**config.mk**
```make
export PLATFORM = sky130hd
export DESIGN_NAME = ipsp_update
export DESIGN_NICKNAME = d
export VERILOG_FILES = /design/src/rtl/ipsp_pkg.sv /design/src/rtl/ipsp_update.sv
export SDC_FILE = /design/constraint.sdc
export NUM_CORES = 1
export LEC_CHECK = 0
export BUFFER_PORTS_ARGS = -buffer_cell sky130_fd_sc_hd__buf_2
export CAP_MARGIN = 20
export CORE_AREA = 2 2 89 91
export DETAILED_ROUTE_END_ITERATION = 12
export DIE_AREA = 0 0 91 93
export PLACE_DENSITY = 0.88
export SLEW_MARGIN = 20
export SYNTH_ARGS = -nofsm -noshare
export SYNTH_HDL_FRONTEND = slang
export SYNTH_SLANG_ARGS = --single-unit
```
**constraint.sdc**
```tcl
create_clock -name vclk -period 8.3
set_input_delay 2.075 -clock vclk [all_inputs]
set_output_delay 2.075 -clock vclk [all_outputs]
set_load 0.05 [all_outputs]
```
**src/rtl/ipsp_pkg.sv**
```systemverilog
// Constants, row layout and result type shared by the stride prefetcher.
`default_nettype none
package ipsp_pkg;

  localparam int ADDR_W         = 48;
  localparam int ENTRIES        = 256;
  localparam int ADDR_BITS      = 48;
  localparam int ADDR_LOW_BITS  = 12;
  localparam int STRIDE_BITS    = 8;
  localparam int LAST_PF_BITS   = 12;
  localparam int CONF_BITS      = 2;

  localparam int IDX_BITS = $clog2(ENTRIES);
  localparam int LA_EFF   = (ADDR_LOW_BITS < ADDR_BITS) ? ADDR_LOW_BITS : ADDR_BITS;

  localparam logic [CONF_BITS-1:0] CONF_MAX = {CONF_BITS{1'b1}};
  localparam logic [ADDR_BITS-1:0] LOW_MASK = {ADDR_BITS{1'b1}} >> (ADDR_BITS - LA_EFF);

  typedef struct packed {
    logic [ADDR_LOW_BITS-1:0]  addr_low;
    logic [STRIDE_BITS-1:0]    stride;
    logic [CONF_BITS-1:0]      conf;
    logic [LAST_PF_BITS-1:0]   pf_low;
  } row_t;

  typedef struct packed {
    logic [ADDR_W-1:0] prefetch_addr;
    logic              prefetch_issue;
  } result_t;

endpackage
`default_nettype wire

```
**src/rtl/ipsp_update.sv**
```systemverilog
// Stride, confidence and proposal logic for one access against its table row.
`default_nettype none
module ipsp_update (
  input  wire logic [ipsp_pkg::ADDR_W-1:0] access_addr,
  input  ipsp_pkg::row_t                   old_row,
  output ipsp_pkg::row_t                   new_row,
  output ipsp_pkg::result_t                result
);

  logic [ipsp_pkg::ADDR_BITS-1:0]   addr;
  logic [ipsp_pkg::ADDR_BITS-1:0]   prev;
  logic [ipsp_pkg::ADDR_BITS-1:0]   diff;
  logic [ipsp_pkg::STRIDE_BITS-1:0] stride;
  logic [ipsp_pkg::CONF_BITS-1:0]   conf;
  logic [ipsp_pkg::ADDR_BITS-1:0]   pf_sum;
  logic [ipsp_pkg::ADDR_BITS-1:0]   pf;
  logic [ipsp_pkg::ADDR_W-1:0]      pf_out;

  always_comb begin
    addr   = ipsp_pkg::ADDR_BITS'(access_addr);
    prev   = (addr & ~ipsp_pkg::LOW_MASK)
           | (ipsp_pkg::ADDR_BITS'(old_row.addr_low) & ipsp_pkg::LOW_MASK);
    diff   = addr - prev;
    stride = ipsp_pkg::STRIDE_BITS'(diff);

    if (stride == old_row.stride) begin
      conf = (old_row.conf == ipsp_pkg::CONF_MAX) ? old_row.conf
                                                  : old_row.conf + 1'b1;
    end else begin
      conf = '0;
    end

    pf_sum = addr + ipsp_pkg::ADDR_BITS'(stride);
    pf     = '0;

    new_row.addr_low = ipsp_pkg::ADDR_LOW_BITS'(addr & ipsp_pkg::LOW_MASK);
    new_row.stride   = stride;
    new_row.conf     = conf;
    new_row.pf_low   = old_row.pf_low;

    if (conf == ipsp_pkg::CONF_MAX) begin
      // a proposal whose low bits repeat the last proposal is dropped
      if (ipsp_pkg::LAST_PF_BITS'(pf_sum) != old_row.pf_low) begin
        pf = pf_sum;
      end
      new_row.pf_low = ipsp_pkg::LAST_PF_BITS'(pf);
    end

    pf_out                = ipsp_pkg::ADDR_W'(pf);
    result.prefetch_addr  = pf_out;
    result.prefetch_issue = (pf_out != '0);
  end

endmodule
`default_nettype wire

```
==> impl_metrics.yaml <==
status:
  status: "completed"
placement:
  dp_slack_ps: -79.0
  dp_cells: 720
  portBuffers: 161
  gp_congestion: 0.898
  hpwl_um: 9200
sta:
  worst_pin_slew_ps: 663
  worst_slack_ps: 107
  timing.final.crit_period_ps: 8190
  timing.slew.headroom: 0.558
  final.period_utilization: 0.987
  max_freq_mhz: 122
  setup_viol: 0
  hold_viol_final: 0
  rsz0062_at_grt: "true"
  drv_slew: 0
min_path:
  hp-start: "access_addr[2]"
  hp-class: "in -> out"
  min_path_cells: 2
  hold_end: "new_row[24]"
final_layout:
  diodes: 0
  final_util: 0.673
  layout-drive-gt1-share: 0.467
  area_growth_pct: 59.6
  instances_no_fill: 730
  nets: 730
  seqCellArea_um2: 0
  clock_buffers: 0
  seq_cell_count: 0
logic_synthesis:
  synth_cell_types: 64
  syn-num-nets: 559
  yosysSeqAreaShare: 0
  postSynthAreaPerCell_um2: 6.92
  syn_area_um2: 3180
  yosysWarnings: 0
  synth_cells: 459
global_routing:
  grt_overflow: 0
  grt_pass1_vias: 3835
  antenna_found_initial: 0
  grt_first_pass_wirelength_um: 17600
  track_usage: 0.243
  grt_max_degree: 32
setup_path:
  path_buf_inv: 5
  cp_max_fo: 8
  end_kind: "output pin"
  cp-start-kind: "primary input"
  crit_required_ps: 6230
  critPathArrivalTime_ps: 6120
  critPathKind: "in -> out"
  crit_chain: "buf_8, inv_4, ha_4, inv_2, fa_2, a21o_1, a21oi_2, o21bai_1, a21oi_2, xnor2_4, ha_4, o21a_1, o21a_1, o211ai_1, xor3_1, o2111ai_4, nor4_4, or2_4, clkbuf_16, nor2_4, buf_6"
  slowest_delay_ps: 420
  path_delay_family: "compound AO/OA/AOI/OAI gates"
  path_depth: 21
  crit_slowest_cell: "nor4_4"
floorplanning:
  io_pins: 165
  std_cell_rows: 32
  initial_core_util: 0.422
  fp.dieW_um: 91
  die_height_um: 93
  dieArea_um2: 8460
  core_area_um2: 7530
drt:
  drt-total-wl_um: 12000
  wl_met3_um: 762
  dr_total_vias: 4206
  viasPerCell: 5.76
  met2_length_um: 6040
  drc: 0
  wl_met1_um: 4880
  drtAntennaViolNets: 0
  dr.first_iter.drc_count: 310
  highest_layer: "met4"
  firstDrtPassIters: 5
  wl_per_cell_um: 16.5
pwr:
  p_total_uw: 433
  powerDensity_nw_per_um2: 85.5
  ir_drop_mv: 0.0419
  p_leak_nw: 2.26
job:
  maxCapViolations: 0
cells by family after synthesis:
family | share of synthesized area
and+or+nand+nor | 0.387
AOI/OAI and AO/OA | 0.187
xor gates and xnor gates | 0.242
buffers and inverters | 0.0886
adders and majority gates | 0.0756
muxes | 0.0193
timing repair:
action | CTS | global route
pin swaps | 2 | 30
buffers inserted | 1 | 5
gates resized for setup | 25 | 146
endpoints found under the setup margin | 40 | 60
hold buffers | 0 | 0
gates cloned | 0 | 4
routing by layer:
layer | up-vias | GRT usage
li1 | 1988 | -
met1 | 1980 | 0.334
met2 | 206 | 0.425
met3 | 32 | 0.00322
met4 | 0 | 0.0581
met5 | - | 0
how the worst max path moves through the flow:
stage / start / end / slack, ps
after floorplan: access_addr[0] / result[27] / -180
after global placement: access_addr[0] / result[0] / 90
after detailed placement: access_addr[0] / result[0] / -80
after CTS: access_addr[0] / new_row[6] / -20
after global routing: access_addr[0] / result[44] / -90
final: access_addr[0] / result[44] / 110
final cells by class:
cell class	count	area (um^2)
Inverter	22	85.1
Timing Repair Buffer	202	1490
Multi-Input combinational cell	404	3360
Fill cell	611	2460
Tap cell	102	128
power breakdown:
part	leakage [nW]	internal, mW	total (mW)	switching, mW
Sequential	0	0	0	0
Combinational	2.26	0.175	0.433	0.259
Clock	0	0	0	0
Total	2.26	0.175	0.433	0.259
stage by stage:
| step | hold slack [ps] | TNS (ps) | cell area, um^2 |
|---|---|---|---|
| detailed placement | 4470 | -216 | 4420 |
| CTS | 4470 | -34.2 | 4480 |
| finish | 4470 | 0 | 5070 |
| global placement | 4470 | 0 | 4420 |
| floorplan | 4320 | -4050 | 3430 |
| global route | 4480 | -2070 | 5070 |
Yosys cell counts, types with 14 or more instances:
library cell | instances | area, um^2
inv_1 | 22 | 82.6
ha_1 | 16 | 200
xnor2_1 | 29 | 254
a21oi_1 | 18 | 90.1
clkbuf_1 | 14 | 52.6
nor3_1 | 20 | 100
nor2_1 | 53 | 199
nand3_1 | 21 | 105
nand2_1 | 31 | 116
xor2_1 | 38 | 333
a21o_1 | 19 | 143
nand4_1 | 21 | 131
placed cells by master, fill, tap and decap left out, drive strengths merged, types with 3 or more instances in the layout:
cell type	count
nor2	63
nor2b	5
xnor3	6
and3	11
xor2	38
o2111ai	4
buf	200
ha	16
nor4	7
nor3b	4
and4	8
xnor2	29
or2	5
nand2	31
inv	22
nand3b	3
o31ai	3
mux2i	5
and2	8
o2bb2ai	3
a21oi	19
nand3	21
a21o	19
nor3	20
o21ai	8
o211ai	5
or3	4
nand4	21
Power figures use the tool's default switching activity.
